[src/hw/rtl/assert_macros.svh]
// Assertion macros used by the top RTL file of the column sum core
`ifndef ASSERT_MACROS_SVH
`define ASSERT_MACROS_SVH

// Check a property on every rising edge of clk outside reset
`define ASSERT_CLK(label, prop, msg) \
	label: assert property (@(posedge clk) disable iff (!arst_n) (prop)) else $error(msg);

// Check that a condition implies another in the next cycle
`define ASSERT_NEXT(label, cond, prop, msg) \
	label: assert property (@(posedge clk) disable iff (!arst_n) (cond) |=> (prop)) \
		else $error(msg);

`endif

[src/hw/rtl/dfds_pkg.sv]
// Types and constants shared by the delimited field decimal sum core
package dfds_pkg;

	// Parse phase of the back end
	typedef enum logic [1:0] {
		PH_SEEK   = 2'd0,
		PH_DIGITS = 2'd1,
		PH_SKIP   = 2'd2
	} phase_t;

	// Register indexes on the configuration port
	localparam logic [1:0] REG_FIELD_SEP  = 2'd0;
	localparam logic [1:0] REG_LINE_TERM  = 2'd1;
	localparam logic [1:0] REG_SEP_BEFORE = 2'd2;

	// Register reset values
	localparam logic [7:0] FIELD_SEP_RST  = 8'd124;
	localparam logic [7:0] LINE_TERM_RST  = 8'd10;
	localparam logic [3:0] SEP_BEFORE_RST = 4'd4;

	// ASCII digit range
	localparam logic [7:0] CHAR_ZERO = 8'h30;
	localparam logic [7:0] CHAR_NINE = 8'h39;

	localparam int APB_ADDR_W = 4;
	localparam int APB_DATA_W = 32;

	// Configuration register set
	typedef struct packed {
		logic [7:0] field_sep;
		logic [7:0] line_term;
		logic [3:0] sep_before;
	} cfg_t;

	// Classified byte passed from front to back
	typedef struct packed {
		logic       is_sep;
		logic       is_term;
		logic       is_digit;
		logic [3:0] digit;
		logic       last;
	} class_t;

	// Finished total on its way to the result queue
	typedef struct packed {
		logic        valid;
		logic [31:0] total;
	} result_t;

endpackage

[src/hw/rtl/delimited_field_decimal_sum_core.sv]
// A byte is parsed when the back end takes it from the front queue; the stream total is registered after that.
// Throughput: one byte per cycle, set by the parse step in the back end, except while a last byte waits.
// A last byte waits in the front queue only while the result queue has no free slot.
// Reset (arst_n low): parse state, totals and queues clear; registers return to
// separator 124, terminator 10 and four separators before the field.
module delimited_field_decimal_sum_core import dfds_pkg::*; #(
	parameter int IN_DEPTH  = 4,
	parameter int OUT_DEPTH = 4
) (
	input  logic                  clk,
	input  logic                  arst_n,
	input  logic                  push,
	output logic                  full,
	input  logic [7:0]            data_byte,
	input  logic                  end_of_stream,
	output logic                  empty,
	input  logic                  pop,
	output logic [31:0]           column_total,
	input  logic                  psel,
	input  logic                  penable,
	input  logic                  pwrite,
	input  logic [APB_ADDR_W-1:0] paddr,
	input  logic [APB_DATA_W-1:0] pwdata,
	output logic [APB_DATA_W-1:0] prdata,
	output logic                  pready
);
`include "assert_macros.svh"

	localparam int OUT_CNT_W = $clog2(OUT_DEPTH + 1);

	cfg_t                 cfg_q;
	logic                 cfg_wr;
	logic [1:0]           reg_idx;
	logic                 fq_push;
	logic                 fq_pop;
	logic                 fq_full;
	logic                 fq_empty;
	class_t               fq_wr_item;
	class_t               fq_rd_item;
	result_t              res;
	logic                 out_full;
	logic                 out_room;
	logic [OUT_CNT_W-1:0] out_count;

	assign pready  = 1'b1;
	assign reg_idx = paddr[3:2];
	assign cfg_wr  = psel && penable && pwrite && pready;

	// Write configuration registers
	always_ff @(posedge clk or negedge arst_n) begin
		if (!arst_n) begin
			cfg_q.field_sep  <= FIELD_SEP_RST;
			cfg_q.line_term  <= LINE_TERM_RST;
			cfg_q.sep_before <= SEP_BEFORE_RST;
		end else if (cfg_wr) begin
			unique case (reg_idx)
				REG_FIELD_SEP:  cfg_q.field_sep  <= pwdata[7:0];
				REG_LINE_TERM:  cfg_q.line_term  <= pwdata[7:0];
				REG_SEP_BEFORE: cfg_q.sep_before <= pwdata[3:0];
				default: ;
			endcase
		end
	end

	// Read back configuration registers
	always_comb begin
		unique case (reg_idx)
			REG_FIELD_SEP:  prdata = APB_DATA_W'(cfg_q.field_sep);
			REG_LINE_TERM:  prdata = APB_DATA_W'(cfg_q.line_term);
			REG_SEP_BEFORE: prdata = APB_DATA_W'(cfg_q.sep_before);
			default:        prdata = '0;
		endcase
	end

	dfds_front u_front (
		.push          (push),
		.data_byte     (data_byte),
		.end_of_stream (end_of_stream),
		.cfg           (cfg_q),
		.queue_full    (fq_full),
		.q_push        (fq_push),
		.q_item        (fq_wr_item)
	);

	assign full = fq_full;

	dfds_fifo #(
		.WIDTH ($bits(class_t)),
		.DEPTH (IN_DEPTH)
	) u_class_q (
		.clk    (clk),
		.arst_n (arst_n),
		.push   (fq_push),
		.wdata  (fq_wr_item),
		.pop    (fq_pop),
		.rdata  (fq_rd_item),
		.full   (fq_full),
		.empty  (fq_empty),
		.count  ()
	);

	// Reserve a result slot for the total already in flight
	assign out_room = ({1'b0, out_count} + (OUT_CNT_W + 1)'(res.valid))
		< (OUT_CNT_W + 1)'(OUT_DEPTH);

	dfds_back u_back (
		.clk      (clk),
		.arst_n   (arst_n),
		.cfg      (cfg_q),
		.q_empty  (fq_empty),
		.q_item   (fq_rd_item),
		.out_room (out_room),
		.q_pop    (fq_pop),
		.res      (res)
	);

	dfds_fifo #(
		.WIDTH (32),
		.DEPTH (OUT_DEPTH)
	) u_result_q (
		.clk    (clk),
		.arst_n (arst_n),
		.push   (res.valid),
		.wdata  (res.total),
		.pop    (pop),
		.rdata  (column_total),
		.full   (out_full),
		.empty  (empty),
		.count  (out_count)
	);

	// A finished total always finds room in the result queue
	`ASSERT_CLK(a_result_room, !(res.valid && out_full), "result queue overflow")
	// A total follows only from a last byte taken by the back end
	`ASSERT_CLK(a_result_cause, !res.valid || $past(fq_pop && fq_rd_item.last),
		"total without a last byte")
	// Every last byte taken by the back end yields a total
	`ASSERT_NEXT(a_last_total, fq_pop && fq_rd_item.last, res.valid, "last byte lost")
	// The back end never takes from an empty queue
	`ASSERT_CLK(a_pop_nonempty, !(fq_pop && fq_empty), "pop of empty front queue")

endmodule

[src/hw/rtl/dfds_fifo.sv]
// Small register queue with first-word fall-through read
module dfds_fifo #(
	parameter int WIDTH = 8,
	parameter int DEPTH = 4
) (
	input  logic                         clk,
	input  logic                         arst_n,
	input  logic                         push,
	input  logic [WIDTH-1:0]             wdata,
	input  logic                         pop,
	output logic [WIDTH-1:0]             rdata,
	output logic                         full,
	output logic                         empty,
	output logic [$clog2(DEPTH+1)-1:0]   count
);

	localparam int PTR_W = (DEPTH > 1) ? $clog2(DEPTH) : 1;
	localparam int CNT_W = $clog2(DEPTH + 1);

	logic [WIDTH-1:0] mem_q [DEPTH];
	logic [PTR_W-1:0] wr_ptr_q;
	logic [PTR_W-1:0] rd_ptr_q;
	logic [CNT_W-1:0] count_q;
	logic             do_push;
	logic             do_pop;

	assign full    = (count_q == CNT_W'(DEPTH));
	assign empty   = (count_q == '0);
	assign count   = count_q;
	assign rdata   = mem_q[rd_ptr_q];
	assign do_push = push && !full;
	assign do_pop  = pop && !empty;

	// Store the incoming request
	always_ff @(posedge clk) begin
		if (do_push) begin
			mem_q[wr_ptr_q] <= wdata;
		end
	end

	// Advance pointers and track the fill level
	always_ff @(posedge clk or negedge arst_n) begin
		if (!arst_n) begin
			wr_ptr_q <= '0;
			rd_ptr_q <= '0;
			count_q  <= '0;
		end else begin
			if (do_push) begin
				wr_ptr_q <= (wr_ptr_q == PTR_W'(DEPTH - 1)) ? '0 : wr_ptr_q + PTR_W'(1);
			end
			if (do_pop) begin
				rd_ptr_q <= (rd_ptr_q == PTR_W'(DEPTH - 1)) ? '0 : rd_ptr_q + PTR_W'(1);
			end
			if (do_push && !do_pop) begin
				count_q <= count_q + CNT_W'(1);
			end else if (!do_push && do_pop) begin
				count_q <= count_q - CNT_W'(1);
			end
		end
	end

endmodule

[src/hw/rtl/dfds_front.sv]
// Front end: accepts stream bytes and classifies them against the configuration
module dfds_front import dfds_pkg::*; (
	input  logic       push,
	input  logic [7:0] data_byte,
	input  logic       end_of_stream,
	input  cfg_t       cfg,
	input  logic       queue_full,
	output logic       q_push,
	output class_t     q_item
);

	// Accept when the queue to the back end has room
	assign q_push = push && !queue_full;

	// Classify the byte
	always_comb begin
		q_item.is_sep   = (data_byte == cfg.field_sep);
		q_item.is_term  = (data_byte == cfg.line_term);
		q_item.is_digit = (data_byte >= CHAR_ZERO) && (data_byte <= CHAR_NINE);
		q_item.digit    = 4'(data_byte - CHAR_ZERO);
		q_item.last     = end_of_stream;
	end

endmodule

[src/hw/rtl/dfds_back.sv]
// Back end: runs the parse state machine and forms the stream total
module dfds_back import dfds_pkg::*; (
	input  logic    clk,
	input  logic    arst_n,
	input  cfg_t    cfg,
	input  logic    q_empty,
	input  class_t  q_item,
	input  logic    out_room,
	output logic    q_pop,
	output result_t res
);

	phase_t      phase_q, phase_n;
	logic [3:0]  seen_q, seen_n;
	logic [31:0] value_q, value_n;
	logic [31:0] total_q, total_n;
	logic [31:0] base_s1;
	logic [31:0] pend_s1;
	logic        valid_s1;
	logic [4:0]  seen_inc;

	// Hold a last byte until the result queue has a free slot
	assign q_pop    = !q_empty && (!q_item.last || out_room);
	assign seen_inc = {1'b0, seen_q} + 5'd1;

	// Next parse state for the byte at the head of the queue
	always_comb begin
		phase_n = phase_q;
		seen_n  = seen_q;
		value_n = value_q;
		total_n = total_q;
		unique case (phase_q)
			PH_SEEK: begin
				if (q_item.is_sep) begin
					if (seen_inc >= {1'b0, cfg.sep_before}) begin
						phase_n = PH_DIGITS;
						seen_n  = '0;
						value_n = '0;
					end else begin
						seen_n = seen_inc[3:0];
					end
				end
			end
			PH_DIGITS: begin
				if (q_item.is_digit) begin
					value_n = (value_q << 3) + (value_q << 1) + 32'(q_item.digit);
				end else begin
					total_n = total_q + value_q;
					value_n = '0;
					phase_n = q_item.is_term ? PH_SEEK : PH_SKIP;
				end
			end
			default: begin
				if (q_item.is_term) begin
					phase_n = PH_SEEK;
				end
			end
		endcase
	end

	// Advance state; clear it after the last byte of a stream
	always_ff @(posedge clk or negedge arst_n) begin
		if (!arst_n) begin
			phase_q  <= PH_SEEK;
			seen_q   <= '0;
			value_q  <= '0;
			total_q  <= '0;
			valid_s1 <= 1'b0;
		end else begin
			valid_s1 <= q_pop && q_item.last;
			if (q_pop) begin
				if (q_item.last) begin
					phase_q <= PH_SEEK;
					seen_q  <= '0;
					value_q <= '0;
					total_q <= '0;
				end else begin
					phase_q <= phase_n;
					seen_q  <= seen_n;
					value_q <= value_n;
					total_q <= total_n;
				end
			end
		end
	end

	// Capture the total and any pending field value
	always_ff @(posedge clk) begin
		if (q_pop && q_item.last) begin
			base_s1 <= total_n;
			pend_s1 <= (phase_n == PH_DIGITS) ? value_n : '0;
		end
	end

	assign res.valid = valid_s1;
	assign res.total = base_s1 + pend_s1;

endmodule
[config.mk]
export PLATFORM = sky130hd
export DESIGN_NAME = delimited_field_decimal_sum_core
export DESIGN_NICKNAME = d
export VERILOG_FILES = /design/src/hw/rtl/dfds_pkg.sv /design/src/hw/rtl/delimited_field_decimal_sum_core.sv /design/src/hw/rtl/dfds_fifo.sv /design/src/hw/rtl/dfds_front.sv /design/src/hw/rtl/dfds_back.sv
export VERILOG_INCLUDE_DIRS = /design/src /design/src/hw/rtl
export SDC_FILE = /design/constraint.sdc
export NUM_CORES = 1
export LEC_CHECK = 0
export ABC_AREA = 1
export ABC_CLOCK_PERIOD_IN_PS = 4900
export BUFFER_PORTS_ARGS = -buffer_cell sky130_fd_sc_hd__buf_2
export CAP_MARGIN = 20
export CORE_ASPECT_RATIO = 0.5
export CORE_MARGIN = 2
export CORE_UTILIZATION = 59
export CTS_CLUSTER_DIAMETER = 120
export DETAILED_ROUTE_END_ITERATION = 6
export PLACE_DENSITY_LB_ADDON = 0.1
export SLEW_MARGIN = 20
export SYNTH_ARGS = -nofsm -noshare
export SYNTH_HDL_FRONTEND = slang
export SYNTH_HIERARCHICAL = 1
export SYNTH_SLANG_ARGS = --single-unit
export TNS_END_PERCENT = 20
[constraint.sdc]
create_clock -name clk -period 4.9 [get_ports clk]
set_input_delay 0.245 -clock clk [delete_from_list [all_inputs] [get_ports clk]]
set_output_delay 0.245 -clock clk [all_outputs]
set_load 0.01 [all_outputs]
---- Word level (Yosys, flattened, before mapping) ----
Memory sizes are Yosys's and may differ from the RTL's.
Cells that the tools add are included.
word-level totals
  logic and storage cells ................. 117
  memories ................................ 2
  bits in writable memories ............... 160
  input port bits ......................... 52
  bits in registers ....................... 169
  output and inout bits ................... 67
operators by class
  reduce and logical (&&, ||, !) cells .... 36
  equal/unequal tests ..................... 12
  mux-type cells .......................... 32
  magnitude comparators ................... 4
  $add $sub $neg .......................... 15
memories
  name              depth  bits a word  read ports  clocked after memory_dff  write ports  RTL line         source
  u_result_q.mem_q  4      32           1           0                         1            dfds_fifo.sv:20  logic [WIDTH-1:0] mem_q [DEPTH];
  u_class_q.mem_q   4      8            1           0                         1            dfds_fifo.sv:20
operators by type and width
  operator                                                            count
  2-to-1 mux 32 bit                                                   7
  adder 32 bit                                                        3
  case mux 32 bit (2 select lines)                                    1
  adder 32 x 4 -> 32 bit                                              1
  case mux 8 bit (3 select lines)                                     1
  2-to-1 mux 2 bit                                                    10
  == test 8 bit                                                       2
  2-to-1 mux 4 bit                                                    4
  logical AND 1 bit                                                   14
  2-to-1 mux 3 bit                                                    4
  == test 2 bit (second input constant)                               5
  logical NOT 1 bit                                                   9
  adder 2 x 1 -> 2 bit (second input constant)                        4
  greater-or-equal comparator 8 x 6 -> 1 bit (second input constant)  1
  <= comparator 8 x 6 -> 1 bit (second input constant)                1
  nonzero test 2 bit                                                  4
  adder 3 x 1 -> 3 bit (second input constant)                        2
  == test 2 x 1 -> 1 bit (second input constant)                      3
  == test 3 bit (second input constant)                               2
  logical NOT 3 bit                                                   2
  AND reduction 2 bit                                                 3
  subtractor 3 x 1 -> 3 bit (second input constant)                   2
  adder 4 x 1 -> 5 bit (second input constant)                        1
  greater-or-equal comparator 5 x 4 -> 1 bit                          1
  other kinds (8)                                                     12

---- Logic depth before layout (Yosys ltp) ----
  word-level depth ........................ 8
  depth in mapped cells ................... 22
  depth with buffers taken out ............ 21

---- Modules after synthesis ----
Netlist, hierarchy kept.
modules (own cells, without submodules)
  module                            cells each  seq. area each (um2)  area each (um2)  times used
  dfds_back                         1921        3698.5                12653.4          1
  dfds_fifo at u_result_q           434         4018.9                5494.0           1
  dfds_fifo at u_class_q            154         1136.1                1759.2           1
  delimited_field_decimal_sum_core  157         510.5                 1163.6           1
  dfds_front                        96          0.0                   382.9            1

---- Worst setup path before layout ----
OpenSTA, ideal clock, no wires.
  path type ............................... register -> register
  start ................................... register u_class_q.rd_ptr_q[0]
  end ..................................... register u_back.seen_q[3]
  setup time .............................. 0.129 ns
  path buffers ............................ 3
  setup slack ............................. 1.569 ns
  data arrival time ....................... 3.202 ns
  cell stages (with the launch flop) ...... 14
  path through ............................ dfrtp_1 > buf_6 > buf_6 > o211ai_1 > nand2_1 > inv_1 > nor2_1 > nor2_1 > clkbuf_1 > nand2_1 > inv_1 > nor2_1 > nand2_1 > o21ai_0
RTL lines
  what                      RTL line         source
  start: declaration        dfds_fifo.sv:22  logic [PTR_W-1:0] rd_ptr_q;
  start signal: assignment  dfds_fifo.sv:52  rd_ptr_q <= (rd_ptr_q == PTR_W'(DEPTH - 1)) ? '0 : rd_ptr_q + PTR_W'(1);
  end signal: assignment    dfds_back.sv:79  seen_q <= seen_n;
  end: declaration          dfds_back.sv:14  logic [3:0] seen_q, seen_n;

==> summary.md <==
| Metric | Value |
|---|---|
| FF-to-FF End | `u_back/pend_s1[14]` |
| MaxCap Viol Count | `0` |
| Clk Latency, worst-skew pair | `590 ps` |
| Die X | `274 um` |
| Total wire length | `roughly 50 mm` |
| H-tree levels | `1` |
| Resize count post-CTS | `0` |
| Pwr/cell area | `619 mW/mm^2` |
| # Post-CTS Setup Buffers | `0` |
| Inserted Diodes | `0` |
| Slew Limit Fails | `0` |
| Full die area | `~0.038 mm^2` |
| Final hold viol count | `0` |
| CTS sink count | `~330` |
| Worst EP arrival | `4130 ps` |
| Tot GR Track Use | `26.4%` |
| Clk buf depth | `3` |
| Placed cell area | `0.0221 mm^2` |
| Nets | `3026` |
| CP dominant cell by count | `nand3_1` |
| Detail Route Antenna Nets | `0` |
| Clk pin slew, worst setup/hold paths | `70 ps` |
| Drt wl/cell | `between 10 and 15 um` |
| WS Path Type | `flip-flop to flip-flop` |
| Critical Path RT | `5250 ps` |
| CTS tree | `yes` |
| Final setup vio count | `0` |
| Chip height | `139 um` |
| Final clock skew | `14.5 ps` |
| Slew headroom | `29.6%` |
| Post-route clock period utilization | `between 70% and 80%` |
| Vias per cell | `5.23` |
| Worst vdd ir | `0.000348 V` |
| Gpl congestion | `0.961` |
| R2R depth | `13` |
| Worst path max stage delay | `970 ps` |
| Lkg Pwr | `0.0122 uW` |
| Worst hold path type | `primary input to flip-flop` |
| Count of input and output buffers | `67` |
| Post-route cell area | `0.0234 mm^2` |
| Worst Hold Path EP | `cfg_q[18]` |
| Avg Cell Area, Syn | `7.77 um^2` |
| Post-DP HPWL | `37.2 mm` |
| Reg2Reg Setup Slack | `1120 ps` |
| Fmax | `approximately 0.26 GHz` |
| Worst Tran Pin Value | `1050 ps` |
| Hold path start | `penable` |
| Cell chain of the critical path | `o211ai_1 > nand2_1 > inv_1 > fa_1 > inv_1 > fa_1 > nand3_1 > nand3_1 > nand3_1 > nand3b_1 > or2_2 > nand3_1 > inv_1` |
| CP Launch Type | `flip-flop` |
| Crit-path max FO | `35` |
| Fraction of layout instances using a drive strength above 1 | `between 7 and 8%` |
| Fin cells | `3339` |
| Fin Setup TNS | `0 ps` |
| CP bufs+invs | `3` |
| RSZ-0062 raised after global routing | `false` |
| Crit-path leading delay family | `simple AND/OR/NAND/NOR gates` |
| Critical path's slowest cell | `dfrtp_1` |
| Via count | `17500` |
| Total grt overflow | `0` |
| Layout area overhead | `9.24%` |
| Syn Std Cell Area | `between 0.02 and 0.025 mm^2` |
| First drt pass iteration count | `5` |
| First-pass GRT wire length | `80.0 mm` |
| # hold bufs at CTS | `16` |
| Num CTS Buffers | `30` |
| Worst R2R Start | `u_class_q/rd_ptr_q[0]` |
| Cell count after synthesis | `roughly 2800` |
| DRT iter0 DRCs | `1449` |
| Initial antenna violation count | `0` |
| Initial Util | `59.8%` |
| Number of global-route vias before repair | `16000` |
| Crit. End Element | `flip-flop` |
| I/O pin cnt | `roughly 120` |
| YS warnings | `6` |
| Status | `finished, final reports clean` |
| Hold Path Stages | `5` |
| # DRC | `0` |
| Placed cells | `3265` |
| Largest net degree at the start of global routing | `132` |
| Min Clock Period, post-route | `approximately 3800 ps` |
| Root Buffer | `clkbuf_16` |
| Row count | `49` |
| Layout fillers | `between 3000 and 4000` |
| Area of the core | `0.0359 mm^2` |
cell type report:
| cell class | count | area, um^2 | share of cell area (%) |
|---|---|---|---|
| Timing Repair Buffer | 97 | 636 | 2.71 |
| Sequential cell | 329 | 9370 | 40.0 |
| Inverter | 466 | 1750 | 7.47 |
| Multi-Input combinational cell | 1907 | 9930 | 42.4 |
| Clock inverter | 25 | 387 | 1.65 |
| Clock buffer | 31 | 754 | 3.22 |
| Tap cell | 484 | 606 | 2.58 |
report_power, final:
part / internal (uW) / total, uW / switching (uW) / leakage (uW)
combinational: 2040 / 6560 / 4520 / 0.00823
sequential: 4710 / 5300 / 590 / 0.00348
clock: 1570 / 2650 / 1090 / 0.000537
total: 8310 / 14500 / 6190 / 0.0122
sequential cells by signal (all words and copies together) (netlist names):
name                 cells
u_back/pend_s1          32
u_class_q/rd_ptr_q       2
u_class_q/mem_q         32
u_class_q/count          3
u_class_q/wr_ptr_q       2
u_back/base_s1          32
u_back/total_q          32
u_result_q/wr_ptr_q      2
u_result_q/mem_q       128
u_back/valid_s1          1
u_result_q/count         3
u_back/value_q          32
u_back/seen_q            4
u_result_q/rd_ptr_q      2
cfg_q                   20
u_back/phase_q           2
layer usage:
metal | global-route usage, % | part of all wire, %
met4 | 6.10 | 2.4
met3 | 3.83 | 6.0
met1 | 38.5 | 48
met5 | 0 | 0
met2 | 42.0 | 44
worst register-to-register path: stages (launching register included):
cell      delay (ps)
dfrtp_1          970
o211ai_1         200
nand2_1          100
inv_1             70
fa_1             540
inv_1             70
fa_1             490
nand3_1          110
nand3_1          170
nand3_1          120
nand3b_1         210
or2_2            340
nand3_1          100
inv_1             50
worst max path at each step:
stage                    endpoint  slack, ps  cells past startpoint             startpoint
3_5_place_dp   u_back/pend_s1[14]       1150                     13  u_class_q/rd_ptr_q[0]
2_1_floorplan    u_back/seen_q[3]       1570                     13  u_class_q/rd_ptr_q[0]
3_3_place_gp   u_back/pend_s1[14]       1210                     13  u_class_q/rd_ptr_q[0]
5_1_grt        u_back/value_q[26]        730                     19  u_class_q/rd_ptr_q[0]
6_report       u_back/pend_s1[14]       1120                     13  u_class_q/rd_ptr_q[0]
4_1_cts        u_back/pend_s1[14]       1140                     13  u_class_q/rd_ptr_q[0]
stage by stage:
| stage | utilization (%) | setup slack [ps] | power [uW] | hold slack [ps] |
|---|---|---|---|---|
| after floorplan | - | 1570 | 9780 | -50.6 |
| after global routing | 65.3 | 735 | 15500 | 73.2 |
| after detailed placement | 61.6 | 1150 | 11800 | 303 |
| after CTS | 65.2 | 1140 | 14500 | 33.5 |
| final | 65.3 | 1120 | 14500 | 48.8 |
| after global placement | 61.6 | 1210 | 11600 | 299 |
cell usage in the layout (no fill, tap or decap), drive strengths merged, types with 2 or more instances in the layout:
master	n
buf	81
xor2	23
o211ai	83
nor2	170
clkinvlp	5
dlygate4sd3	16
a21o	7
a31oi	6
edfxtp	224
nor3	12
o21a	7
conb	25
nand3b	19
or2	25
nand3	115
o21ai	47
bufinv	8
o21bai	14
and2	5
mux2i	6
inv	469
fa	6
o22ai	5
a21boi	19
ha	137
xnor2	23
a21oi	88
dfstp	8
clkbuf	31
nand4	19
nand2	1041
dfrtp	97
and3	2
clkinv	9
Power figures use the tool's default switching activity.
